File: src/sv/cmma_pkg.sv
// Shared constants, types and the microcode ROM for the millivolt moving average.
// No dependencies; every other file imports this package.
`default_nettype none
package cmma_pkg;

  localparam int WINDOW_LEN  = 8;
  localparam int PTR_W       = (WINDOW_LEN > 1) ? $clog2(WINDOW_LEN) : 1;
  localparam int MV_W        = 16;
  localparam int SUM_W       = MV_W + $clog2(WINDOW_LEN);
  localparam int MV_PER_VOLT = 1000;
  localparam int SCALE_W     = 10;
  localparam int PROD_W      = MV_W + SCALE_W;
  localparam int CNT_W       = $clog2(SUM_W + 1);
  localparam bit WIN_POW2    = ((WINDOW_LEN & (WINDOW_LEN - 1)) == 0);
  localparam logic [MV_W-1:0] MV_MAX = '1;

  localparam int STEP_W = 4;
  typedef logic [STEP_W-1:0] step_t;

  // Program addresses
  localparam step_t ST_IDLE  = 4'd0;
  localparam step_t ST_MUL   = 4'd1;
  localparam step_t ST_CHK   = 4'd2;
  localparam step_t ST_MVDIV = 4'd3;
  localparam step_t ST_MV    = 4'd4;
  localparam step_t ST_RING  = 4'd5;
  localparam step_t ST_MLOAD = 4'd6;
  localparam step_t ST_MDIV  = 4'd7;
  localparam step_t ST_WAIT  = 4'd8;
  localparam step_t ST_OUT   = 4'd9;

  typedef enum logic [2:0] {
    J_NONE,
    J_ALWAYS,
    J_NO_IN,
    J_SAT,
    J_DIV_BUSY,
    J_POW2,
    J_OUT_FULL
  } jcond_t;

  typedef struct packed {
    logic   in_rdy;
    logic   ld_mul;
    logic   ld_chk;
    logic   div_step;
    logic   ld_mv;
    logic   upd_ring;
    logic   ld_mdiv;
    logic   out_wr;
    jcond_t jcond;
    step_t  target;
  } ctrl_t;

  typedef struct packed {
    logic sat;
    logic div_busy;
    logic out_full;
  } dp_status_t;

  function automatic ctrl_t ucode_rom(input step_t step);
    ctrl_t w;
    w = '0;
    unique case (step)
      ST_IDLE: begin
        w.in_rdy = 1'b1;
        w.jcond  = J_NO_IN;
        w.target = ST_IDLE;
      end
      ST_MUL:   w.ld_mul = 1'b1;
      ST_CHK: begin
        w.ld_chk = 1'b1;
        w.jcond  = J_SAT;
        w.target = ST_MV;
      end
      ST_MVDIV: begin
        w.div_step = 1'b1;
        w.jcond    = J_DIV_BUSY;
        w.target   = ST_MVDIV;
      end
      ST_MV:    w.ld_mv = 1'b1;
      ST_RING: begin
        w.upd_ring = 1'b1;
        w.jcond    = J_POW2;
        w.target   = ST_WAIT;
      end
      ST_MLOAD: w.ld_mdiv = 1'b1;
      ST_MDIV: begin
        w.div_step = 1'b1;
        w.jcond    = J_DIV_BUSY;
        w.target   = ST_MDIV;
      end
      ST_WAIT: begin
        w.jcond  = J_OUT_FULL;
        w.target = ST_WAIT;
      end
      ST_OUT: begin
        w.out_wr = 1'b1;
        w.jcond  = J_ALWAYS;
        w.target = ST_IDLE;
      end
      default: begin
        w.jcond  = J_ALWAYS;
        w.target = ST_IDLE;
      end
    endcase
    return w;
  endfunction

endpackage
`default_nettype wire

File: src/sv/cmma_seq.sv
// Microcode sequencer: step counter, ROM lookup and conditional jumps.
// Depends on cmma_pkg (ucode_rom, ctrl_t, dp_status_t).
`default_nettype none
module cmma_seq
  import cmma_pkg::*;
(
  input  wire logic       clk,
  input  wire logic       rst_n,
  input  wire logic       in_valid,
  input  wire dp_status_t status,
  output      ctrl_t      ctrl
);

  step_t step_r, step_nxt;
  logic  take;

  assign ctrl = ucode_rom(step_r);

  always_comb begin
    unique case (ctrl.jcond)
      J_NONE:     take = 1'b0;
      J_ALWAYS:   take = 1'b1;
      J_NO_IN:    take = !in_valid;
      J_SAT:      take = status.sat;
      J_DIV_BUSY: take = status.div_busy;
      J_POW2:     take = WIN_POW2;
      J_OUT_FULL: take = status.out_full;
      default:    take = 1'b1;
    endcase
    step_nxt = take ? ctrl.target : step_t'(step_r + 1'b1);
  end

  always_ff @(posedge clk) begin
    if (!rst_n) begin
      step_r <= ST_IDLE;
    end else begin
      step_r <= step_nxt;
    end
  end

endmodule
`default_nettype wire

File: config.mk
export PLATFORM = sky130hd
export DESIGN_NAME = cmma_seq
export DESIGN_NICKNAME = d
export VERILOG_FILES = /design/src/sv/cmma_pkg.sv /design/src/sv/cmma_seq.sv
export SDC_FILE = /design/constraint.sdc
export NUM_CORES = 1
export LEC_CHECK = 0
export BUFFER_PORTS_ARGS = -buffer_cell sky130_fd_sc_hd__buf_2
export CAP_MARGIN = 30
export CORE_AREA = 2 2 39 41
export CTS_CLUSTER_DIAMETER = 200
export DETAILED_ROUTE_END_ITERATION = 6
export DIE_AREA = 0 0 41 43
export PLACE_DENSITY = 0.7
export SYNTH_ARGS = -nofsm -noshare
export SYNTH_HDL_FRONTEND = slang
export SYNTH_SLANG_ARGS = --single-unit
File: constraint.sdc
create_clock -name clk -period 2.53 [get_ports clk]
set_input_delay 0 -clock clk [delete_from_list [all_inputs] [get_ports clk]]
set_output_delay 0 -clock clk [all_outputs]
set_load 0.05 [all_outputs]
; Word-level counts from Yosys, hierarchy flattened
; Index checks and enable logic that the tools add are counted.
[word_totals]
ff_bits = 4
inputBits = 6
output_inout_bits = 15
elab_cells = 31
[op_classes]
addsub = 1
eq_ne = 13
muxes = 11
reduce_logical = 5
[op_table]
columns = op, n
row1 = case mux 7 bit (7 select lines), 1
row2 = equality test 4 x 3 -> 1 bit (second input constant), 4
row3 = equality test 4 x 2 -> 1 bit (second input constant), 2
row4 = equality test 4 bit (second input constant), 2
row5 = 2-to-1 mux 1 bit, 8
row6 = equality test 3 x 2 -> 1 bit (second input constant), 2
row7 = equality test 3 bit (second input constant), 2
row8 = case mux 1 bit (5 select lines), 1
row9 = adder 4 x 1 -> 4 bit (second input constant), 1
row10 = equality test 4 x 1 -> 1 bit (second input constant), 1
row11 = logical NOT 4 bit, 1
row12 = 2-to-1 mux 4 bit, 1
row13 = logical NOT 3 bit, 1
row14 = OR reduction 3 bit, 1
row15 = OR reduction 2 bit, 1
row16 = logical NOT 1 bit, 1

; Depth between registers and ports, before layout
; Gate-level depths: netlist of the first run.
[depth]
depth_word = 6
mapped_depth = 7

; Worst setup path after synthesis of the first run
; No wires, ideal clock.
[synth_timing]
kind = flip-flop to flip-flop
from = register step_r[0]
to = register step_r[0]
setup_ns = 0.074
arrival_ns = 3.143
setup_slack_ns = -0.688
path_stages_with_launch = 8
n_path_buf = 0
period_less_slack_ns = 3.218
cell_sequence = dfxtp_1 > inv_1 > ha_1 > nor3b_1 > a2111o_1 > mux2_4 > or3_1 > o21ai_0
[synth_rtl]
columns = element, line
row1 = "start, declared", cmma_seq.sv:14  ; step_t step_r, step_nxt;
row2 = "start signal, assigned", cmma_seq.sv:37  ; step_r <= step_nxt;

; Worst setup path in the final report of the first run
[layout_timing]
from = register step_r[0]
to = register step_r[1]
[layout_via]
elab_chain_cells = 6
[layout_rtl]
columns = element, line
row1 = equality test 4 x 3 -> 1 bit / equality test 4 x 1 -> 1 bit (equally long branches), cmma_pkg.sv:64  ; unique case (step)
row2 = OR reduction 3 bit (no source line), -
row3 = case mux 7 bit (7 select lines), cmma_pkg.sv:64
row4 = "equality test 3 bit, or another cell as far along", cmma_seq.sv:20  ; unique case (ctrl.jcond)
row5 = case mux 1 bit (5 select lines), cmma_seq.sv:20
row6 = 2-to-1 mux 4 bit (*), cmma_seq.sv:30  ; step_nxt = take ? ctrl.target : step_t'(step_r + 1'b1);
; Mark *: on every way between the ends. The rest lies on a longest branch, timed or not.
; A chain may end at the register's enable or synchronous reset.

==> impl_metrics.yaml, run 1 <==
power_and_ir_drop:
  power_density_nw_per_um2: 1299
  total_power_mw: 0.8060
  p_switching_mw: 0.4853
  switching_share: 0.6021
  vdd_drop_max_mv: 0.4311
  internal_power_mw: 0.3207
  p_leak_nw: 0.3471
  clockPowerShare: 0.095
  p_comb_frac: 0.779
  p_seq_frac: 0.126
clock_network:
  cts_inserted_buffers: 3
  holdBufCountCts: 0
  clock-sinks: 4
  ctsResizeCount: 0
  cts_tree: "built"
  cts.path.max_buffers: 2
  post_cts.repair.setup_buffers: 0
  clk_pin_slew_ns: 0.04
  root_buffer: "clkbuf_4"
  clk_latency_ns: 0.23
  cts-htree-levels: 1
critical_path:
  r2r_end: "step_r[1]"
  reg2reg_slack_ns: 0.33
  slowest_stage: "a2111o_1"
  path_buf_inv: 1
  slowest_delay_ns: 0.47
  path_cells: "inv_1 > ha_1 > nand2b_1 > a2111o_1 > mux2_4 > or3_1 > o21ai_0"
  end_kind: "flip-flop"
  r2r_start: "step_r[0]"
  crit_path_max_fanout: 7
  arrival_ns: 2.34
  startpoint_type: "flip-flop"
  crit_type: "reg -> reg"
  reg2reg_depth: 7
  crit_required_ns: 2.68
  path_delay_family: "compound AO/OA/AOI/OAI gates"
timing:
  slew_headroom: 0.7143
  rsz0062_at_grt: "false"
  finalMaxSlewViolations: 0
  setup-violations-final: 0
  fin_crit_sh: 0.8682
  worstMarginPinSlew_ns: 0.4177
  max_freq_ghz: 0.4553
  finClkSkew_ns: 0.001339
  min_period_ns: 2.197
  hold_violations: 0
  fin_setup_tns_ns: 0
global_routing:
  grt_usage: 0.1548
  globalRouteOverflowTotal: 0
  antenna_found_initial: 0
  grt_pass1_wl_um: 1856
  grt_pass1_vias: 435
  grt_max_degree: 11
detailed_routing:
  dr.pass1.iters: 4
  highest_layer: "met3"
  post-route-drc-count: 0
  drtIter0Drc: 17
  vias_per_cell: 4.950
  antenna_left: 0
  vias: 495
  wl_met2_um: 599
  wl_met1_um: 546
  wl_um: 1212
  met3_length_um: 67
  wire_per_inst_um: 12.12
synthesis:
  async_flop_share: 0
  syn_nets: 73
  synth_edf_count: 0
  synth_area_leaders: "dfxtp_1, ha_1, nand2_1, nor3b_1, mux2i_1"
  synth_seq_area_share: 0.1716
  yosys.cell_count.top_type: "nand2_1"
  synthCells: 63
  synth.avg_cell_area_um2: 7.408
  ys.flop_type: "dfxtp_1"
  synth.largest_area_cell: "dfxtp_1"
  netlist_area_um2: 466.7
  yosysUniqueCellTypes: 31
  synth-seq-cells: 4
  synth_common_cells: "nand2_1, inv_1, nor2_1, dfxtp_1, ha_1"
  yosys_warnings: 0
  netlist.area_leader.share: 0.1716
floorplan:
  dieArea_um2: 1763
  die_w_um: 41
  pin_count: 21
  num_rows: 14
  fp.coreArea_um2: 1384
  initial_core_util: 0.3373
  die_y_um: 43
run_status:
  status: "finished, final reports clean"
hold_path:
  min_from: "rst_n"
  min_to: "step_r[2]"
  hold_depth: 3
  min_path_type: "in -> reg"
layout:
  regMostFlops: "step_r"
  antenna-diode-count: 0
  largest_reg_flops: 4
  top_regs: "step_r: 4 flops"
  final_nets: 96
  layout-drive-gt1-share: 0.3452
  areaGrowthSynthToFinish_pct: 32.98
placement:
  hpwl_um: 974.2
  place_congestion: 0.8275
  port_buffers: 20
run:
  maxCapViolCount: 0
==> routing by layer <==
metal  track usage  up-vias
li1              -      260
met4       0.06000        0
met3       0.03141        0
met2        0.2531       13
met1        0.1871      222
met5             0        -
==> power groups by stage <==
stage          Sequential, mW  Clock, mW  Combinational [mW]
6_report                0.101     0.0766               0.628
5_1_grt                 0.105     0.0869               0.679
4_1_cts                 0.101     0.0810               0.629
3_5_place_dp            0.102          0               0.627
3_3_place_gp            0.101          0               0.619
2_1_floorplan          0.0951          0               0.512
==> metrics by stage <==
step                      hold slack (ns)  instance area, um2    util  instances  setup slack (ns)
after floorplan                    0.1388               483.0       -         63           0.05674
after global placement             0.3166               598.1  0.4322         97            0.3822
after detailed placement           0.3139               598.1  0.4322         97            0.3555
after CTS                         0.06759               620.6  0.4485        100            0.3474
after global routing              0.08545               620.6  0.4485        100            0.1554
final                             0.07631               620.6  0.4485        100            0.3335
==> area by class of cell <==
cell class | count | area (um2)
fillers | 148 | 763.2
multi-input cells | 50 | 364.1
repair buffers | 22 | 115.1
flip-flops and latches | 4 | 80.08
clock buffers | 3 | 22.52
well taps | 16 | 20.02
inverters | 5 | 18.77
==> logic make-up after synthesis <==
group                    after synthesis  share of synthesized area
AND/OR/NAND/NOR                       30                     0.3566
flip-flops                             4                     0.1716
buffers and inverters                  9                    0.08312
multiplexers                           3                    0.07506
XOR/XNOR                               2                    0.03754
AO/OA/AOI/OAI                         11                     0.1689
adder cells (fa/ha/maj)                4                     0.1072
==> worst max path at each step <==
| stage | startpoint | end | slack (ns) | cells past startpoint |
|---|---|---|---|---|
| final | step_r[0] | step_r[1] | 0.33 | 7 |
| after global routing | step_r[0] | step_r[1] | 0.16 | 7 |
| after CTS | step_r[0] | step_r[1] | 0.35 | 7 |
| after detailed placement | step_r[0] | step_r[1] | 0.36 | 7 |
| after global placement | step_r[0] | step_r[1] | 0.38 | 7 |
| after floorplan | step_r[0] | step_r[0] | 0.06 | 7 |
==> cell usage in the layout, fill, tap and decap left out, types with 3 or more instances in the layout <==
cell,Yosys,layout
buf_2,1,20
clkbuf_4,0,3
dfxtp_1,4,4
ha_1,4,4
inv_1,5,5
nand2_1,7,7
nor2_1,5,5
nor2b_1,3,3
o21ai_0,3,3
==> worst register-to-register path, delay by kind of cell, from the launching register on <==
| family | cells | cell delay (ns) |
|---|---|---|
| adder cells (fa/ha/maj) | 1 | 0.29 |
| flip-flops | 1 | 0.33 |
| buffers and inverters | 1 | 0.11 |
| AO/OA/AOI/OAI | 2 | 0.56 |
| AND/OR/NAND/NOR | 2 | 0.49 |
| multiplexers | 1 | 0.32 |
Note: power is estimated with default switching activity, not from simulation.
==> inputs of run 2 (changes only) <==
--- a/config.mk
+++ b/config.mk
@@ -5,13 +5,14 @@
 export SDC_FILE = /design/constraint.sdc
 export NUM_CORES = 1
 export LEC_CHECK = 0
+export ABC_AREA = 1
 export BUFFER_PORTS_ARGS = -buffer_cell sky130_fd_sc_hd__buf_2
 export CAP_MARGIN = 30
 export CORE_AREA = 2 2 39 41
 export CTS_CLUSTER_DIAMETER = 200
 export DETAILED_ROUTE_END_ITERATION = 6
 export DIE_AREA = 0 0 41 43
-export PLACE_DENSITY = 0.7
+export PLACE_DENSITY = 0.72
 export SYNTH_ARGS = -nofsm -noshare
 export SYNTH_HDL_FRONTEND = slang
 export SYNTH_SLANG_ARGS = --single-unit
==> run 2 against run 1 <==
Global-route usage decreased by 0.90 points. Cell count increased by 15%. Wire length decreased by 12%. Area after synthesis increased by 5.1%. Critical path depth increased by 5. Register-to-register slack improved by 0.44 ns. Clock skew about the same. Non-clock buffer count decreased by 1. Worst hold slack improved by 0.18 ns. Die area unchanged. Flip-flop and latch count unchanged. Synthesized cell count increased by 21%. Critical endpoint is now step_r[2]. Largest cell class unchanged.
==> impl_metrics.yaml, run 2 <==
layout:
  final_cell_mix: "buf_2, nand2_1, inv_1"
  antenna-diode-count: 0
  final_common_cell: "buf_2"
  largest_reg_flops: 4
  final_nets: 111
  num-fill-cells: 151
  top_regs: "step_r: 4 flops"
  post-route-util: 0.4593
  layout-drive-gt1-share: 0.3939
  areaGrowthSynthToFinish_pct: 29.59
  regMostFlops: "step_r"
  final_cells: 115
timing:
  slew_headroom: 0.8029
  fin_crit_sh: 0.6959
  hold_violations: 0
  min_period_ns: 1.761
  finClkSkew_ns: 0.001750
  max_freq_ghz: 0.5680
  setup-violations-final: 0
  fin_setup_tns_ns: 0
  rsz0062_at_grt: "false"
  worstMarginPinSlew_ns: 0.2953
  finalMaxSlewViolations: 0
detailed_routing:
  wire_per_inst_um: 9.226
  drtIter0Drc: 3
  wl_um: 1061
  vias: 510
  dr.pass1.iters: 4
  antenna_left: 0
  vias_per_cell: 4.435
  post-route-drc-count: 0
critical_path:
  startpoint_type: "flip-flop"
  end_kind: "flip-flop"
  arrival_ns: 1.88
  crit_required_ns: 2.65
  crit_path_max_fanout: 5
  crit_type: "reg -> reg"
clock_network:
  cts.path.max_buffers: 2
  post_cts.repair.setup_buffers: 0
  clk_pin_slew_ns: 0.03
  clk_latency_ns: 0.23
  clock-sinks: 4
  cts_tree: "built"
  cts_inserted_buffers: 3
  cts-htree-levels: 1
  root_buffer: "clkbuf_4"
  ctsResizeCount: 0
floorplan:
  die_y_um: 43
  pin_count: 21
  initial_core_util: 0.3544
  num_rows: 14
  dieArea_um2: 1763
  fp.coreArea_um2: 1384
  die_w_um: 41
synthesis:
  yosys.cell_count.top_type: "nand2_1"
  synth_edf_count: 0
  async_flop_share: 0
  synth_area_leaders: "dfxtp_1, nand2_1, inv_1, ha_1, nand3_1"
  ys.flop_type: "dfxtp_1"
  yosys_warnings: 0
  synthCells: 76
  synth_common_cells: "nand2_1, inv_1, nand3_1"
  syn_nets: 86
  synth.avg_cell_area_um2: 6.454
  yosysUniqueCellTypes: 23
  netlist.area_leader.share: 0.1633
  synth-seq-cells: 4
  netlist_area_um2: 490.5
  synth.largest_area_cell: "dfxtp_1"
  synth_seq_area_share: 0.1633
placement:
  port_buffers: 20
  hpwl_um: 911.7
  place_congestion: 0.7616
  place_inst: 111
run:
  maxCapViolCount: 0
hold_path:
  min_path_type: "in -> reg"
global_routing:
  grt_usage: 0.1457
  globalRouteOverflowTotal: 0
  grt_max_degree: 7
  grt_pass1_wl_um: 1725
  antenna_found_initial: 0
  grt_pass1_vias: 452
run_status:
  status: "finished, final reports clean"
## run 2: cell types whose count changed in the layout (fill, tap and decap cells not counted), sizes merged, moves of 3 or more
cell   previous run  this run
nand3             1        10
nand2             7        23
nor2b             3         0
inv               5        17
nor3b             3         0
## run 2: worst paths after layout
path,cells after the start,slack [ns],endpoint,startpoint
worst max-delay path,12,0.77,step_r[2],step_r[0]
worst min-delay path,6,0.25,step_r[3],status[1]
worst max register to register,12,0.77,step_r[2],step_r[0]
worst min register to register,3,0.66,step_r[0],step_r[0]
## run 2: final cells by class
| type | instances | area (um2) | share of cell area |
|---|---|---|---|
| multi-input combinational | 54 | 339.1 | 0.5335 |
| timing repair buffer | 21 | 110.1 | 0.1732 |
| sequential | 4 | 80.08 | 0.1260 |
| inverter | 17 | 63.81 | 0.1004 |
| clock buffer | 3 | 22.52 | 0.03543 |
| tap | 16 | 20.02 | 0.03150 |
## run 2: cells by family after synthesis
group,synth area share
simple gates,0.4898
xor+xnor,0.03572
compound gates,0.06376
fa+ha+maj,0.1020
flops,0.1633
buf+inv,0.1454
## run 2: worst max-delay path, stage by stage (launching register included)
cell	delay, ns
dfxtp_1	0.37
inv_1	0.10
ha_1	0.27
o21ai_1	0.22
inv_1	0.06
nor2_1	0.13
nand2_2	0.08
nand3_2	0.06
nand3_2	0.10
nand2_2	0.11
nand2_1	0.06
nand2_1	0.05
nor2_1	0.04
## run 2: layer usage
layer  up-vias  GRT usage  share of wire
met5         -          0              0
met4         0    0.08000              0
met3         0    0.03141          0.024
met2         7     0.2406           0.55
met1       222     0.1613           0.42
li1        281          -              -
## run 2: timing repair
item                       in CTS  in global routing
hold buffers                    1                  0
hold endpoints to repair        1                  0
setup endpoints to repair       0                  0
## run 2: metrics by stage
stage	instance area [um2]	hold WS (ns)	setup slack, ns
finish	635.6	0.2537	0.7694
CTS	635.6	0.2444	0.7598
global route	635.6	0.3020	0.5584
global placement	603.1	0.2400	0.8130
floorplan	490.5	0.1204	0.4150
detailed placement	603.1	0.2463	0.7699
Power of run 2 is left out: the tool's default activity adds up to more than one toggle a clock period on the data nets, which glitch-free logic cannot reach.
==> inputs of run 3 (changes only) <==
==> constraint.sdc (replaced) <==
create_clock -name clk -period 1.7 [get_ports clk]
set_input_delay 0 -clock clk [delete_from_list [all_inputs] [get_ports clk]]
set_output_delay 0 -clock clk [all_outputs]
set_load 0.05 [all_outputs]
==> run 3 against run 2 <==
Setup slack lost 0.67 ns. Via count grew 8.0%. Non-clock buffer count grew 4. Cell area grew 22%. Core utilization grew 10 points. Largest cell class unchanged.
==> impl_metrics.yaml, run 3 (same netlist as run 2, synthesis figures left out) <==
critical_path:
  end_kind: "output port"
  arrival_ns: 1.60
  r2r_start: "step_r[0]"
  r2r_end: "step_r[3]"
  startpoint_type: "flip-flop"
  crit_path_max_fanout: 6
  reg2reg_depth: 11
  crit_type: "reg -> out"
  reg2reg_slack_ns: 0.12
  crit_required_ns: 1.70
floorplan:
  die_y_um: 43
  fp.coreArea_um2: 1384
  pin_count: 21
  die_w_um: 41
  dieArea_um2: 1763
  num_rows: 14
  initial_core_util: 0.3544
clock_network:
  cts.path.max_buffers: 2
  clock-sinks: 4
  cts_inserted_buffers: 3
  clk_pin_slew_ns: 0.04
  clk_latency_ns: 0.24
  cts-htree-levels: 1
  cts_tree: "built"
  root_buffer: "clkbuf_4"
global_routing:
  grt_pass1_wl_um: 1745
  antenna_found_initial: 0
  grt_pass1_vias: 470
  globalRouteOverflowTotal: 0
  grt_usage: 0.1444
  grt_max_degree: 7
detailed_routing:
  drtIter0Drc: 2
  wire_per_inst_um: 9.508
  vias_per_cell: 4.592
  vias: 551
  wl_um: 1141
  dr.pass1.iters: 4
  antenna_left: 0
  post-route-drc-count: 0
layout:
  layout-drive-gt1-share: 0.5577
  regMostFlops: "step_r"
  largest_reg_flops: 4
  final_common_cell: "buf_2"
  stdcell_area_um2: 777.0
  top_regs: "step_r: 4 flops"
  antenna-diode-count: 0
  final_nets: 115
  final_cell_mix: "buf_2, nand2_1, inv_1"
  areaGrowthSynthToFinish_pct: 58.42
placement:
  postPlaceCellArea_um2: 674.4
  hpwl_um: 913.6
  port_buffers: 20
  place_congestion: 0.7032
timing:
  slew_headroom: 0.8321
  min_period_ns: 1.598
  hold_violations: 0
  worstMarginPinSlew_ns: 0.2537
  setup-violations-final: 0
  finClkSkew_ns: 0.009409
  max_freq_ghz: 0.6258
  finalMaxSlewViolations: 0
  fin_crit_sh: 0.9400
run:
  maxCapViolCount: 0
run_status:
  status: "finished, final reports clean"
hold_path:
  min_path_type: "in -> reg"
  min_from: "status[1]"
  hold_depth: 6
  min_to: "step_r[0]"
run 3: cell type report:
cell class | count | area, um2
multi-input combinational | 54 | 435.4
timing repair buffer | 25 | 140.1
inverter | 17 | 66.31
fill | 141 | 606.8
clock buffer | 4 | 26.28
sequential | 4 | 88.84
tap | 16 | 20.02
run 3: metrics by stage:
step / TNS, ns / hold slack [ns] / cells / util / setup slack [ns]
2_1_floorplan: -0.2228 / 0.1258 / 76 / - / -0.06189
3_3_place_gp: 0 / 0.2456 / 112 / 0.4873 / 0.07891
3_5_place_dp: 0 / 0.2496 / 112 / 0.4873 / 0.07613
4_1_cts: 0 / 0.2553 / 117 / 0.5136 / 0.05012
5_1_grt: -0.007072 / 0.2891 / 120 / 0.5615 / -0.003640
6_report: 0 / 0.2665 / 120 / 0.5615 / 0.1020
run 3: worst max-delay path, cell delays in order, from the launching register on:
cell and delay [ns]:
dfxtp_4 0.38, inv_4 0.06, ha_4 0.18, nand3_4 0.08, nand3_4 0.10, buf_4 0.15
o21bai_4 0.11, buf_2 0.28
run 3: what timing repair did:
item | 4_1_cts | 5_1_grt
setup endpoints to repair | 0 | 5
hold buffers | 1 | 0
resized for setup | 0 | 9
hold endpoints to repair | 1 | 0
buffers inserted | 0 | 3
run 3: worst max-delay path by stage:
stage	cells after the start	to	startpoint	slack [ns]
after CTS	11	step_r[1]	step_r[0]	0.05
after floorplan	10	step_r[2]	step_r[0]	-0.06
after detailed placement	11	step_r[1]	step_r[0]	0.08
after global routing	12	step_r[2]	step_r[0]	-0.004
final	7	ctrl[4]	step_r[0]	0.10
after global placement	11	step_r[1]	step_r[0]	0.08
run 3: layer usage:
layer / vias up / wire (um) / share of wire / GRT usage
li1: 289 / - / - / -
met1: 243 / 482 / 0.42 / 0.1699
met2: 15 / 581 / 0.51 / 0.2281
met3: 4 / 56 / 0.049 / 0.01571
met4: 0 / 21 / 0.018 / 0.1000
met5: - / 0 / 0 / 0
Power of run 3 is left out for the same reason.
