--- config.mk ---
export PLATFORM = sky130hd
export DESIGN_NAME = cmma_dp
export DESIGN_NICKNAME = d
export VERILOG_FILES = /design/src/sv/cmma_pkg.sv /design/src/sv/cmma_dp.sv
export SDC_FILE = /design/constraint.sdc
export NUM_CORES = 1
export LEC_CHECK = 0
export BUFFER_PORTS_ARGS = -buffer_cell sky130_fd_sc_hd__buf_2
export CAP_MARGIN = 20
export CORE_MARGIN = 1
export CORE_UTILIZATION = 46
export CTS_CLUSTER_DIAMETER = 100
export DETAILED_ROUTE_END_ITERATION = 10
export GPL_TIMING_DRIVEN = 0
export PLACE_DENSITY = 0.62
export SYNTH_ARGS = -nofsm -noshare
export SYNTH_HDL_FRONTEND = slang
export SYNTH_SLANG_ARGS = --single-unit
--- constraint.sdc ---
create_clock -name clk -period 9.9 [get_ports clk]
set_input_delay 1.98 -clock clk [delete_from_list [all_inputs] [get_ports clk]]
set_output_delay 1.98 -clock clk [all_outputs]
set_load 0.005 [all_outputs]
--- src/sv/cmma_pkg.sv ---
// Shared constants, types and the microcode ROM for the millivolt moving average.
// No dependencies; every other file imports this package.
`default_nettype none
package cmma_pkg;

  localparam int WINDOW_LEN  = 8;
  localparam int PTR_W       = (WINDOW_LEN > 1) ? $clog2(WINDOW_LEN) : 1;
  localparam int MV_W        = 16;
  localparam int SUM_W       = MV_W + $clog2(WINDOW_LEN);
  localparam int MV_PER_VOLT = 1000;
  localparam int SCALE_W     = 10;
  localparam int PROD_W      = MV_W + SCALE_W;
  localparam int CNT_W       = $clog2(SUM_W + 1);
  localparam bit WIN_POW2    = ((WINDOW_LEN & (WINDOW_LEN - 1)) == 0);
  localparam logic [MV_W-1:0] MV_MAX = '1;

  localparam int STEP_W = 4;
  typedef logic [STEP_W-1:0] step_t;

  // Program addresses
  localparam step_t ST_IDLE  = 4'd0;
  localparam step_t ST_MUL   = 4'd1;
  localparam step_t ST_CHK   = 4'd2;
  localparam step_t ST_MVDIV = 4'd3;
  localparam step_t ST_MV    = 4'd4;
  localparam step_t ST_RING  = 4'd5;
  localparam step_t ST_MLOAD = 4'd6;
  localparam step_t ST_MDIV  = 4'd7;
  localparam step_t ST_WAIT  = 4'd8;
  localparam step_t ST_OUT   = 4'd9;

  typedef enum logic [2:0] {
    J_NONE,
    J_ALWAYS,
    J_NO_IN,
    J_SAT,
    J_DIV_BUSY,
    J_POW2,
    J_OUT_FULL
  } jcond_t;

  typedef struct packed {
    logic   in_rdy;
    logic   ld_mul;
    logic   ld_chk;
    logic   div_step;
    logic   ld_mv;
    logic   upd_ring;
    logic   ld_mdiv;
    logic   out_wr;
    jcond_t jcond;
    step_t  target;
  } ctrl_t;

  typedef struct packed {
    logic sat;
    logic div_busy;
    logic out_full;
  } dp_status_t;

  function automatic ctrl_t ucode_rom(input step_t step);
    ctrl_t w;
    w = '0;
    unique case (step)
      ST_IDLE: begin
        w.in_rdy = 1'b1;
        w.jcond  = J_NO_IN;
        w.target = ST_IDLE;
      end
      ST_MUL:   w.ld_mul = 1'b1;
      ST_CHK: begin
        w.ld_chk = 1'b1;
        w.jcond  = J_SAT;
        w.target = ST_MV;
      end
      ST_MVDIV: begin
        w.div_step = 1'b1;
        w.jcond    = J_DIV_BUSY;
        w.target   = ST_MVDIV;
      end
      ST_MV:    w.ld_mv = 1'b1;
      ST_RING: begin
        w.upd_ring = 1'b1;
        w.jcond    = J_POW2;
        w.target   = ST_WAIT;
      end
      ST_MLOAD: w.ld_mdiv = 1'b1;
      ST_MDIV: begin
        w.div_step = 1'b1;
        w.jcond    = J_DIV_BUSY;
        w.target   = ST_MDIV;
      end
      ST_WAIT: begin
        w.jcond  = J_OUT_FULL;
        w.target = ST_WAIT;
      end
      ST_OUT: begin
        w.out_wr = 1'b1;
        w.jcond  = J_ALWAYS;
        w.target = ST_IDLE;
      end
      default: begin
        w.jcond  = J_ALWAYS;
        w.target = ST_IDLE;
      end
    endcase
    return w;
  endfunction

endpackage
`default_nettype wire

--- src/sv/cmma_dp.sv ---
// Datapath: scale multiplier, shared restoring divider, window ring, running sum
// and output register. Driven by control words from cmma_seq; depends on cmma_pkg.
`default_nettype none
module cmma_dp
  import cmma_pkg::*;
(
  input  wire logic            clk,
  input  wire logic            rst_n,
  input  wire ctrl_t           ctrl,
  input  wire logic            in_valid,
  input  wire logic [MV_W-1:0] in_raw,
  input  wire logic [MV_W-1:0] in_ref,
  input  wire logic            out_ready,
  output      logic            out_valid,
  output      logic [MV_W-1:0] out_avg,
  output      logic            out_sat,
  output      dp_status_t      status
);

  logic [MV_W-1:0]   raw_r, ref_r;
  logic [PROD_W-1:0] prod_r;
  logic              sat_r;
  logic              sat_now;
  logic [MV_W-1:0]   mv_r;

  // Divider
  logic [MV_W-1:0]   rem_r;
  logic [SUM_W-1:0]  dvd_r;
  logic [MV_W-1:0]   dsr_r;
  logic [CNT_W-1:0]  cnt_r;
  logic [MV_W+1:0]   trial;
  logic              borrow;

  // Window
  logic [MV_W-1:0]   ring_r [WINDOW_LEN];
  logic [PTR_W-1:0]  ptr_r;
  logic [SUM_W-1:0]  sum_r;
  logic [MV_W-1:0]   mean;

  logic              out_valid_r;
  logic [MV_W-1:0]   out_avg_r;
  logic              out_sat_r;

  // Quotient overflows 16 bits exactly when the high product bits reach the
  // divisor; a zero reference always lands here too.
  assign sat_now = ({{(MV_W-(PROD_W-MV_W)){1'b0}}, prod_r[PROD_W-1:MV_W]} >= ref_r);

  assign trial  = {1'b0, rem_r, dvd_r[SUM_W-1]} - {2'b00, dsr_r};
  assign borrow = trial[MV_W+1];

  assign mean = WIN_POW2 ? MV_W'(sum_r >> PTR_W) : dvd_r[MV_W-1:0];

  assign status.sat      = sat_now;
  assign status.div_busy = (cnt_r != CNT_W'(1));
  assign status.out_full = out_valid_r && !out_ready;

  assign out_valid = out_valid_r;
  assign out_avg   = out_avg_r;
  assign out_sat   = out_sat_r;

  // Operand capture, scaling and divider
  always_ff @(posedge clk) begin
    if (ctrl.in_rdy && in_valid) begin
      raw_r <= in_raw;
      ref_r <= in_ref;
    end
    if (ctrl.ld_mul) begin
      prod_r <= PROD_W'(raw_r) * PROD_W'(MV_PER_VOLT);
    end
    if (ctrl.ld_chk) begin
      sat_r <= sat_now;
      rem_r <= {{(MV_W-(PROD_W-MV_W)){1'b0}}, prod_r[PROD_W-1:MV_W]};
      dvd_r <= SUM_W'(prod_r[MV_W-1:0]) << (SUM_W - MV_W);
      dsr_r <= ref_r;
      cnt_r <= CNT_W'(MV_W);
    end else if (ctrl.ld_mdiv) begin
      rem_r <= '0;
      dvd_r <= sum_r;
      dsr_r <= MV_W'(WINDOW_LEN);
      cnt_r <= CNT_W'(SUM_W);
    end else if (ctrl.div_step) begin
      rem_r <= borrow ? {rem_r[MV_W-2:0], dvd_r[SUM_W-1]} : trial[MV_W-1:0];
      dvd_r <= {dvd_r[SUM_W-2:0], !borrow};
      cnt_r <= cnt_r - 1'b1;
    end
    if (ctrl.ld_mv) begin
      mv_r <= sat_r ? MV_MAX : dvd_r[MV_W-1:0];
    end
  end

  // Window ring, pointer and running sum
  always_ff @(posedge clk) begin
    if (!rst_n) begin
      for (int i = 0; i < WINDOW_LEN; i++) begin
        ring_r[i] <= '0;
      end
      ptr_r <= '0;
      sum_r <= '0;
    end else if (ctrl.upd_ring) begin
      ring_r[ptr_r] <= mv_r;
      sum_r         <= sum_r - SUM_W'(ring_r[ptr_r]) + SUM_W'(mv_r);
      ptr_r         <= (ptr_r == PTR_W'(WINDOW_LEN - 1)) ? '0 : ptr_r + 1'b1;
    end
  end

  // Output register
  always_ff @(posedge clk) begin
    if (!rst_n) begin
      out_valid_r <= 1'b0;
    end else if (ctrl.out_wr) begin
      out_valid_r <= 1'b1;
    end else if (out_ready) begin
      out_valid_r <= 1'b0;
    end
  end

  always_ff @(posedge clk) begin
    if (ctrl.out_wr) begin
      out_avg_r <= mean;
      out_sat_r <= sat_r;
    end
  end

endmodule
`default_nettype wire

After elaboration in Yosys (flattened, before gate mapping)
Memory sizes are Yosys's and may differ from the RTL's. A register that Yosys moved wholly into a read port is not among the register bits.
Cells that the tools add are included.
{ "totals": {"register_bits": 168, "ramBits": 128, "in_bits": 51, "out_inout_bits": 21, "elab_cells": 61, "n_memories": 1} }
{ "memory_table": {"columns": ["name", "words", "width", "read_ports", "rd_ports_with_merged_regs", "write_ports", "line", "source"], "rows": [
  ["ring_r", 8, 16, 1, 1, 8, "cmma_dp.sv:35", "logic [MV_W-1:0] ring_r [WINDOW_LEN];"]
]} }
{ "op_classes": {"add_sub_neg": 5, "multipliers": 1, "n_lt_le_gt_ge": 1, "n_eq_ne": 2, "mux": 23, "reduce_logical": 10} }
{ "op_table": {"columns": ["cell", "n"], "rows": [
  ["$mux 16", 4],
  ["$mux 19", 3],
  ["$mux 10", 3],
  ["$mul 16x7->23 const B", 1],
  ["$add 19x16->19", 1],
  ["$sub 19x16->19", 1],
  ["$sub 17x16->18", 1],
  ["$ge 10x16->1", 1],
  ["$reduce_or 16->1", 1],
  ["$mux 3", 4],
  ["$mux 1", 7],
  ["$reduce_bool 2->1", 3],
  ["$ne 5x1->1 const B", 1],
  ["$sub 5x1->5 const B", 1],
  ["$mux 2", 2],
  ["$add 3x1->3 const B", 1],
  ["$eq 3x3->1 const B", 1],
  ["$reduce_bool 3->1", 1],
  ["$logic_and 1x1->1", 2],
  ["$logic_not 1->1", 2],
  ["$reduce_or 2->1", 1]
]} }

Logic depth before layout (Yosys ltp)
Gate-level depths: netlist (run 1).
{ "depth": {"ltp_word": 5, "mapped_depth": 16, "ltp_nobuf": 16} }

Least setup slack after synthesis (run 1)
Ideal clock, no wire load.
{ "synth_path": {"path_kind": "register to register", "startpoint": "register raw_r[2]", "endpoint": "register prod_r[24] (data pin)", "setup_ps": 258, "arrival_ps": 4081, "t_required_ps": 9642, "slack_ps": 5561, "stages_incl_launch_ff": 15, "n_path_buf": 0, "period_less_slack_ps": 4339, "path_cell_list": "edfxtp_1 > fa_1 > inv_1 > fa_1 > fa_1 > inv_1 > fa_1 > ha_1 > a21o_1 > nand3_1 > o21ai_1 > o41ai_4 > o211ai_1 > a21oi_1 > xnor2_1"} }
{ "synth_via": {"elab_chain_len": 1} }
{ "synth_rtl": {"columns": ["item", "line", "source"], "rows": [
  ["start: declaration", "cmma_dp.sv:20", "logic [MV_W-1:0] raw_r, ref_r;"],
  ["start signal: assignment", "cmma_dp.sv:64", "raw_r <= in_raw;"],
  ["$mul 16x7->23", "cmma_dp.sv:68", "prod_r <= PROD_W'(raw_r) * PROD_W'(MV_PER_VOLT);"],
  ["end signal: assignment", "cmma_dp.sv:68", null],
  ["end: declaration", "cmma_dp.sv:21", "logic [PROD_W-1:0] prod_r;"]
]} }
Every way passes these cells.
A chain may end at the register's enable or synchronous reset.

Final worst setup path (run 1)
{ "layout_path": {"startpoint": "register raw_r[3]", "endpoint": "register prod_r[24] (data pin)"} }
Same word-level chain as after synthesis.

==> run summary, run 1 <==
CP delay by family, top -> adder cells
Die Ht -> 196 um
Overflow after GRT -> 0
syn nets -> 1,646
Avg Cell Area, Syn -> 12.1 um^2
post-synthesis cell type count -> 74
Post-Route WL -> 39,200 um
IO Count -> 72
Tmin final -> 4810 ps
1st-iter DRT viols -> 700
initial antenna violation count -> 0
deepest level of the CTS H-tree -> 2
Least-Margin Pin Slew -> 1030 ps
Peak VDD IR -> 0.182 mV
post_cts resized -> 0
clk buf depth -> 3
global placement routability congestion -> 0.864
post-route setup slack -> 5090 ps
Worst Setup Start Kind -> flop
Vias -> 11,300
most common cell after layout, fill and taps aside -> edfxtp_1
PD cells -> 266 nW/um^2
slowest cell on the critical path -> fa_1
MaxCap Viol Count -> 0
Mapped Area -> 17,200 um^2
number of core rows -> 70
Layout area overhead -> 12.8%
HP Class -> reg -> reg
Post-layout nets -> 1,750
die area -> 38,200 um^2
Mapped Cells -> 1,422
final hold vios -> 0
Detail Placement HPWL -> 29,300 um
first-pass GRT wire length -> 61,600 um
largest stage delay on the critical path -> 560 ps
CTS tree -> built
Leak -> 7.73 nW
TritonCTS sink count -> 299
Clock Skew -> 21.9 ps
# diodes -> 0
worst slack, placed -> 5100 ps
post-synthesis sequential area ratio -> 49.8%
PortBufs -> 62
final setup fails -> 0
CORE AREA -> 36,700 um^2
FILL cells -> 3,192
Seq cells post-synth -> 299
drt pass-1 iters -> 5
status -> finished, final reports clean
fraction of layout cells with a size suffix above 1 -> 13.9%
CP Data Required Time -> 10,190 ps
chip width -> 196 um
asr flop ratio synth -> 0%
part of the cycle the worst path needs -> 48.6%
vias in the first global route -> 11,500
DRC viols -> 0
RSZ-0062 raised after global routing -> false
gr usage total -> 21.0%
yosys warns -> 0
Root Buffer -> clkbuf_16
EDFF count, synth -> 259
Clock transition at path regs -> 60 ps
CP Max Fanout -> 6
pin count of the biggest net entering global routing -> 33
DR vias/cell -> 5.58
setup TNS -> 0 ps
critical path class -> reg -> reg
fmax -> 208 MHz
total CTS buffers -> 35
WP data arrival -> 5100 ps
crit path capture type -> flop
Synth Flop Type -> edfxtp_1
Slew Limit Fails -> 0
Clock Latency Late Sink -> 540 ps
commonest non-fill, non-tap cells in the layout -> edfxtp_1, inv_1, ha_1
initial core utilization -> 46.9%
Post-CTS Setup Inserts -> 0
DR WL/cell -> 19.4 um
DRT antenna net count -> 0
CP bufs+invs -> 3
worst rel slew slack -> 31.4%
crit path cell chain -> inv_1, fa_1, inv_1, ha_1, a21oi_1, fa_1, fa_1, inv_1, ha_1, and3_1, nand4_1, o21ai_1, o41ai_4, o211ai_1, a21oi_1, xnor2_1
hold buffer count at CTS -> 0
[power by group]
group / total [mW] / internal, mW / switching, mW / leakage (nW)
logic: 2.12 / 0.916 / 1.20 / 4.19
registers: 1.74 / 1.63 / 0.107 / 2.98
clock network: 1.30 / 0.779 / 0.523 / 0.564
total: 5.16 / 3.33 / 1.83 / 7.73
[worst register-to-register path: cells and delay by family (launching register included)]
kind,cells,cell delay (ps)
and+or+nand+nor,2,320
adders and majority gates,5,2210
DFF,1,500
AOI/OAI and AO/OA,5,1220
buffers and inverters,3,230
xor gates and xnor gates,1,90
[synthesized netlist by cell type, drive strengths merged, types with 8 or more instances]
cell type | instances | share of area (%)
xnor2 | 30 | 1.5
o21ai | 56 | 1.7
o211ai | 8 | 0.35
nor2b | 16 | 0.62
clkbuf | 53 | 1.2
a211oi | 11 | 0.51
mux2 | 17 | 1.1
nand2b | 8 | 0.29
buf | 19 | 0.64
dfxtp | 40 | 4.6
xor2 | 12 | 0.61
nand4 | 8 | 0.29
mux2i | 38 | 2.2
and2 | 41 | 1.5
a21oi | 50 | 1.6
nand2 | 61 | 1.3
a21o | 18 | 0.78
nor3 | 54 | 1.6
nor4 | 67 | 2.4
clkinv | 16 | 0.35
nand3 | 25 | 0.73
inv | 171 | 3.7
ha | 104 | 7.6
mux4 | 32 | 4.2
a31oi | 9 | 0.33
or2 | 17 | 0.62
nor2 | 46 | 1.0
fa | 69 | 8.0
edfxtp | 259 | 45
[registers in the layout (all words and copies together) (netlist names), named ones only]
signal and flops:
cnt_r 5, dsr_r 16, dvd_r 19, mv_r 16, out_avg 16, out_sat 1, out_valid 1, prod_r 23
ptr_r 3, raw_r 16, ref_r 16, rem_r 16, ring_r 128, sat_r 1, sum_r 19
[area by class of cell]
cell class | count | area [um^2] | area share (%)
flip-flops and latches | 299 | 8580 | 44.2
well taps | 468 | 586 | 3.01
inverters | 187 | 702 | 3.61
repair buffers | 67 | 388 | 2.00
clock buffers | 45 | 976 | 5.02
plain buffers | 72 | 309 | 1.59
multi-input cells | 864 | 7700 | 39.7
clock inverters | 18 | 184 | 0.947
[stage by stage]
step                hold WS [ps]  std cells  cell area, um^2  utilization [%]  power, mW
floorplan                    430       1422            17200                -       3.40
global placement             467       1952            18100             49.4       3.82
detailed placement           467       1957            18300             49.8       3.87
CTS                          474       2020            19400             52.9       5.19
global route                 479       2020            19400             52.9       5.52
finish                       467       2020            19400             52.9       5.16
[per-layer routing]
| layer | part of all wire, % | routed length [um] | GRT usage (%) |
|---|---|---|---|
| met2 | 49 | 19200 | 35.9 |
| met3 | 6.4 | 2500 | 4.13 |
| met1 | 42 | 16400 | 26.6 |
| met4 | 2.9 | 1120 | 7.26 |
| met5 | 0 | 0 | 0 |
[logic make-up (layout without fill, tap and decap cells)]
logic type / after synthesis / in the layout / synth area share (%)
AND/OR/NAND/NOR: 364 / 364 / 11.4
flip-flops: 299 / 299 / 49.8
buffers and inverters: 259 / 389 / 5.87
AO/OA/AOI/OAI: 198 / 198 / 7.73
adder cells (fa/ha/maj): 173 / 173 / 15.6
multiplexers: 87 / 87 / 7.50
XOR/XNOR: 42 / 42 / 2.14
[final timing paths]
path	startpoint	to	slack [ps]	cells past startpoint
min	sum_r[3]$_SDFFE_PN0P_	out_avg[0]$_DFFE_PP_	470	0
min reg2reg	sum_r[3]$_SDFFE_PN0P_	out_avg[0]$_DFFE_PP_	470	0
max	raw_r[3]$_DFFE_PP_	prod_r[24]$_DFFE_PP_	5090	16
max reg2reg	raw_r[3]$_DFFE_PP_	prod_r[24]$_DFFE_PP_	5090	16
Power figures use the tool's default switching activity.
==> run 2, diff against run 1 <==
--- a/config.mk
+++ b/config.mk
@@ -12,7 +12,7 @@
 export CTS_CLUSTER_DIAMETER = 100
 export DETAILED_ROUTE_END_ITERATION = 10
 export GPL_TIMING_DRIVEN = 0
-export PLACE_DENSITY = 0.62
+export PLACE_DENSITY = 0.65
 export SYNTH_ARGS = -nofsm -noshare
 export SYNTH_HDL_FRONTEND = slang
 export SYNTH_SLANG_ARGS = --single-unit
==> constraint.sdc (replaced) <==
create_clock -name clk -period 4.1 [get_ports clk]
set_input_delay 0.82 -clock clk [delete_from_list [all_inputs] [get_ports clk]]
set_output_delay 0.82 -clock clk [all_outputs]
set_load 0.005 [all_outputs]
==> run 2 against run 1 <==
  * Die area stayed put
  * Worst setup slack worse by 5400 ps
  * Sequential power is 140% higher
  * Total power grew to 2.6 times the previous value
  * Highest routed layer unchanged
  * Wire length is 1.7% higher
  * Largest cell class unchanged
  * Critical path type unchanged
  * The run now ends with setup timing left
  * Via count is 1.7% higher
  * Sequential cell count stayed put
  * Count of clock-buffer cells in the layout is 2 lower
  * Cell count is 1.6% higher
==> run summary, run 2 (synthesized netlist as in run 1, its figures left out) <==
total CTS buffers -> 35
Post-layout nets -> 1,783
die area -> 38,200 um^2
failing checks -> setup timing
Root Buffer -> clkbuf_16
Peak VDD IR -> 0.441 mV
CP bufs+invs -> 2
Post-DP Area -> 18,300 um^2
gr usage total -> 21.5%
WHS -> 448 ps
RSZ-0062 raised after global routing -> true
CP delay by family, top -> adder cells
final hold vios -> 0
max reg flops -> 128
Clock transition at path regs -> 60 ps
Post-Route WL -> 39,900 um
IO Count -> 72
Worst Setup Start Kind -> flop
worst rel slew slack -> 31.7%
slowest cell on the critical path -> fa_2
Clock Skew -> 25.5 ps
most common cell after layout, fill and taps aside -> edfxtp_1
# diodes -> 0
status -> finished, violations left
CP Data Required Time -> 4390 ps
post-route design area -> 20,100 um^2
HP Class -> in -> reg
chip width -> 196 um
commonest non-fill, non-tap cells in the layout -> edfxtp_1, inv_1, ha_1
PD cells -> 673 nW/um^2
clk buf depth -> 3
Layout Utilization -> 54.6%
part of the cycle the worst path needs -> 108%
Leak -> 7.93 nW
initial antenna violation count -> 0
pin count of the biggest net entering global routing -> 33
Overflow after GRT -> 0
final setup fails -> 11
critical path class -> reg -> reg
Clock Latency Late Sink -> 560 ps
initial core utilization -> 46.9%
stages on the worst setup path -> 14
DR WL/cell -> 19.4 um
fmax -> 227 MHz
Detail Placement HPWL -> 28,800 um
Hold Path Stages -> 1
Layout area overhead -> 16.4%
CP Max Fanout -> 4
post-route setup slack -> -311 ps
number of core rows -> 70
Die Ht -> 196 um
Slew Limit Fails -> 0
deepest level of the CTS H-tree -> 2
DRT antenna net count -> 0
WP data arrival -> 4700 ps
Least-Margin Pin Slew -> 1020 ps
CTS tree -> built
CORE AREA -> 36,700 um^2
Vias -> 11,500
Top reg by flops -> ring_r
drt pass-1 iters -> 5
MaxCap Viol Count -> 0
Largest regs -> ring_r (128), prod_r (23)
TritonCTS sink count -> 299
largest stage delay on the critical path -> 590 ps
Tmin final -> 4410 ps
DRC viols -> 0
DR vias/cell -> 5.58
worst slack, placed -> -391 ps
1st-iter DRT viols -> 727
crit path cell chain -> fa_1, inv_1, fa_1, fa_2, inv_2, fa_2, ha_4, a21o_1, nand3_2, o21ai_2, o41ai_4, o211ai_1, a21oi_1, xnor2_1
global placement routability congestion -> 0.888
first-pass GRT wire length -> 63,700 um
vias in the first global route -> 11,900
PortBufs -> 62
hold buffer count at CTS -> 0
R2R depth -> 14
fraction of layout cells with a size suffix above 1 -> 19.7%
crit path capture type -> flop
## run 2: cell count changes in the layout (fill, tap and decap cells not counted), sizes merged
cell / change
buf: +31
clkinv: +1
clkinvlp: -1
inv: +1
## run 2: what timing repair did
item / in CTS / in global routing
endpoints found under the setup margin: 20 / 20
gates resized for setup: 43 / 31
buffers inserted: 25 / 13
pin swaps: 18 / 21
## run 2: per-layer routing
| layer | up-vias | track usage, % | share of wire (%) |
|---|---|---|---|
| li1 | 5399 | - | - |
| met1 | 5637 | 27.5 | 41 |
| met2 | 351 | 37.5 | 51 |
| met3 | 70 | 3.85 | 6.3 |
| met4 | 0 | 5.72 | 2.0 |
| met5 | - | 0 | 0 |
## run 2: final timing paths
check / endpoint / slack, ps / startpoint
setup / recovery: prod_r[24]$_DFFE_PP_ / -310 / raw_r[2]$_DFFE_PP_
hold / removal: raw_r[2]$_DFFE_PP_ / 450 / in_raw[2]
setup reg to reg: prod_r[24]$_DFFE_PP_ / -310 / raw_r[2]$_DFFE_PP_
hold reg to reg: out_avg[0]$_DFFE_PP_ / 490 / sum_r[3]$_SDFFE_PN0P_
## run 2: per-stage QoR
stage | instances | TNS [ps] | total power, mW
detailed placement | 1954 | -4540 | 9.53
floorplan | 1422 | 0 | 8.37
global placement | 1952 | -5670 | 9.40
global route | 2052 | -3270 | 14.4
finish | 2052 | -2090 | 13.5
CTS | 2040 | -1390 | 13.2
## run 2: worst reg2reg max path, cell delays in order, from the launching register on
cell      delay [ps]
edfxtp_1         490
fa_1             570
inv_1             50
fa_1             480
fa_2             590
inv_2             40
fa_2             550
ha_4             210
a21o_1           210
nand3_2          100
o21ai_2           80
o41ai_4          410
o211ai_1         140
a21oi_1          170
xnor2_1           80
## run 2: cell type report
class / count / area [um^2]
Buffer: 70 / 344
Clock buffer: 43 / 968
Clock inverter: 19 / 204
Fill cell: 3013 / 16600
Inverter: 187 / 712
Multi-Input combinational cell: 864 / 8020
Sequential cell: 299 / 8580
Tap cell: 468 / 586
Timing Repair Buffer: 102 / 643
## run 2: where the power goes
part	total, mW	switching (mW)	internal [mW]
logic	6.10	3.28	2.81
clock network	3.19	1.30	1.89
registers	4.21	0.264	3.94
total	13.5	4.85	8.65
==> run 3, diff against run 2 <==
--- a/config.mk
+++ b/config.mk
@@ -7,12 +7,14 @@
 export LEC_CHECK = 0
 export BUFFER_PORTS_ARGS = -buffer_cell sky130_fd_sc_hd__buf_2
 export CAP_MARGIN = 20
+export CELL_PAD_IN_SITES_DETAIL_PLACEMENT = 1
+export CELL_PAD_IN_SITES_GLOBAL_PLACEMENT = 1
 export CORE_MARGIN = 1
 export CORE_UTILIZATION = 46
 export CTS_CLUSTER_DIAMETER = 100
 export DETAILED_ROUTE_END_ITERATION = 10
 export GPL_TIMING_DRIVEN = 0
-export PLACE_DENSITY = 0.65
+export PLACE_DENSITY = 0.76
 export SYNTH_ARGS = -nofsm -noshare
 export SYNTH_HDL_FRONTEND = slang
 export SYNTH_SLANG_ARGS = --single-unit
==> run 3 against run 2 <==
  * Count of clock-buffer cells in the layout increased by 5
  * Worst hold slack gained 3.7 ps
  * Die area did not move
  * Cell area up 0.27%
  * Global-route usage is 2.7 points higher
  * Core utilization is 0.15 points higher
  * Fmax shrank 1.5%
  * Sequential cell count unchanged
  * Total power rose by 2.2%
  * Largest power group unchanged
  * Critical path depth increased by 2
  * Combinational power increased by 4.4%
  * Largest cell class unchanged
  * The flow still finishes with violations (setup timing)
==> run summary, run 3 (synthesized netlist as in run 1, its figures left out) <==
largest stage delay on the critical path -> 560 ps
Top reg by flops -> ring_r
Clock transition at path regs -> 60 ps
initial antenna violation count -> 1
part of the cycle the worst path needs -> 109%
Vias -> 11,700
Most common cell on crit path -> fa_1
Die Ht -> 196 um
status -> finished, violations left
chip width -> 196 um
crit path cell chain -> buf_4, fa_1, inv_2, fa_1, fa_1, inv_1, fa_1, ha_4, a21o_4, a31oi_4, a31oi_4, buf_6, a31oi_4, buf_6, nand2_2, xor2_1
first-pass GRT wire length -> 70,800 um
worst rel slew slack -> 31.4%
DR vias/cell -> 5.69
IO Count -> 72
Slew Limit Fails -> 0
gr usage total -> 24.2%
fin cells -> 2,055
global placement routability congestion -> 0.899
failing checks -> setup timing
hold buffer count at CTS -> 0
WP data arrival -> 4770 ps
Post-Route WL -> 45,400 um
Root Buffer -> clkbuf_16
Inst Count DP -> 1,957
DR WL/cell -> 22.1 um
Leak -> 7.95 nW
PD cells -> 686 nW/um^2
# diodes -> 0
fmax -> 223 MHz
commonest non-fill, non-tap cells in the layout -> edfxtp_1, inv_1, ha_1
MaxCap Viol Count -> 0
CP Max Fanout -> 3
DRT antenna net count -> 0
number of core rows -> 70
Peak VDD IR -> 0.513 mV
Layout area overhead -> 16.8%
DRC viols -> 0
Overflow after GRT -> 0
Clock Latency Late Sink -> 550 ps
final hold vios -> 0
die area -> 38,200 um^2
deepest level of the CTS H-tree -> 2
PortBufs -> 62
slowest cell on the critical path -> fa_1
vias in the first global route -> 12,800
WHS -> 451 ps
CORE AREA -> 36,700 um^2
total CTS buffers -> 36
CP Data Required Time -> 4390 ps
critical path class -> reg -> reg
crit path capture type -> flop
final setup fails -> 12
post-route setup slack -> -379 ps
Worst Setup Start Kind -> flop
CTS tree -> built
Detail Placement HPWL -> 33,000 um
worst slack, placed -> -529 ps
initial core utilization -> 46.9%
Post-layout nets -> 1,785
Least-Margin Pin Slew -> 1020 ps
Tmin final -> 4480 ps
most common cell after layout, fill and taps aside -> edfxtp_1
Clock Skew -> 16.0 ps
max reg flops -> 128
TritonCTS sink count -> 299
clk buf depth -> 3
Largest regs -> ring_r (128), prod_r (23)
1st-iter DRT viols -> 611
HP Class -> in -> reg
drt pass-1 iters -> 5
fraction of layout cells with a size suffix above 1 -> 19.8%
pin count of the biggest net entering global routing -> 33
RSZ-0062 raised after global routing -> true
post-route design area -> 20,100 um^2
Post-DP Area -> 18,400 um^2
overall power -> 13.8 mW
-- run 3: per-layer routing --
| layer | GRT usage, % | up-vias | part of all wire, % | routed length [um] |
|---|---|---|---|---|
| met2 | 44.1 | 236 | 52 | 23800 |
| li1 | - | 5410 | - | - |
| met4 | 7.12 | 2 | 2.3 | 1040 |
| met1 | 29.3 | 5980 | 41 | 18600 |
| met5 | 0 | - | 0.029 | 13 |
| met3 | 4.01 | 67 | 4.4 | 2000 |
-- run 3: final timing paths --
check | startpoint | end | slack [ps] | cells past startpoint
hold / removal | in_ref[15] | ref_r[15]$_DFFE_PP_ | 450 | 1
hold reg to reg | sum_r[3]$_SDFFE_PN0P_ | out_avg[0]$_DFFE_PP_ | 480 | 0
setup reg to reg | raw_r[4]$_DFFE_PP_ | prod_r[21]$_DFFE_PP_ | -380 | 16
setup / recovery | raw_r[4]$_DFFE_PP_ | prod_r[21]$_DFFE_PP_ | -380 | 16
-- run 3: layout make-up --
cell class / count / area (um^2)
Inverter: 187 / 714
Buffer: 70 / 354
Timing Repair Buffer: 103 / 691
Multi-Input combinational cell: 864 / 8020
Tap cell: 468 / 586
Fill cell: 3756 / 16600
Clock inverter: 16 / 193
Sequential cell: 299 / 8580
Clock buffer: 48 / 967
-- run 3: per-stage QoR --
stage	util (%)	setup TNS, ps
3_3_place_gp	49.6	-4450
2_1_floorplan	-	0
6_report	54.8	-2770
4_1_cts	54.2	-1970
5_1_grt	54.8	-4270
3_5_place_dp	50.0	-6490
-- run 3: power by group --
| part | switching [mW] | internal [mW] |
|---|---|---|
| logic | 3.54 | 2.83 |
| registers | 0.275 | 3.94 |
| clock network | 1.29 | 1.92 |
| total | 5.10 | 8.69 |
-- run 3: timing repair --
action,CTS,global route
buffers inserted,23,13
endpoints found under the setup margin,26,19
gates cloned,0,0
resized for setup,50,36
pin swaps,16,22
-- run 3: worst max-delay path: cells and delay by family, from the launching register on --
kind | cells | cell delay (ps)
adder cells (fa/ha/maj) | 5 | 2310
AND/OR/NAND/NOR | 1 | 40
flip-flops | 1 | 400
AO/OA/AOI/OAI | 4 | 750
buffers and inverters | 5 | 550
XOR/XNOR | 1 | 150
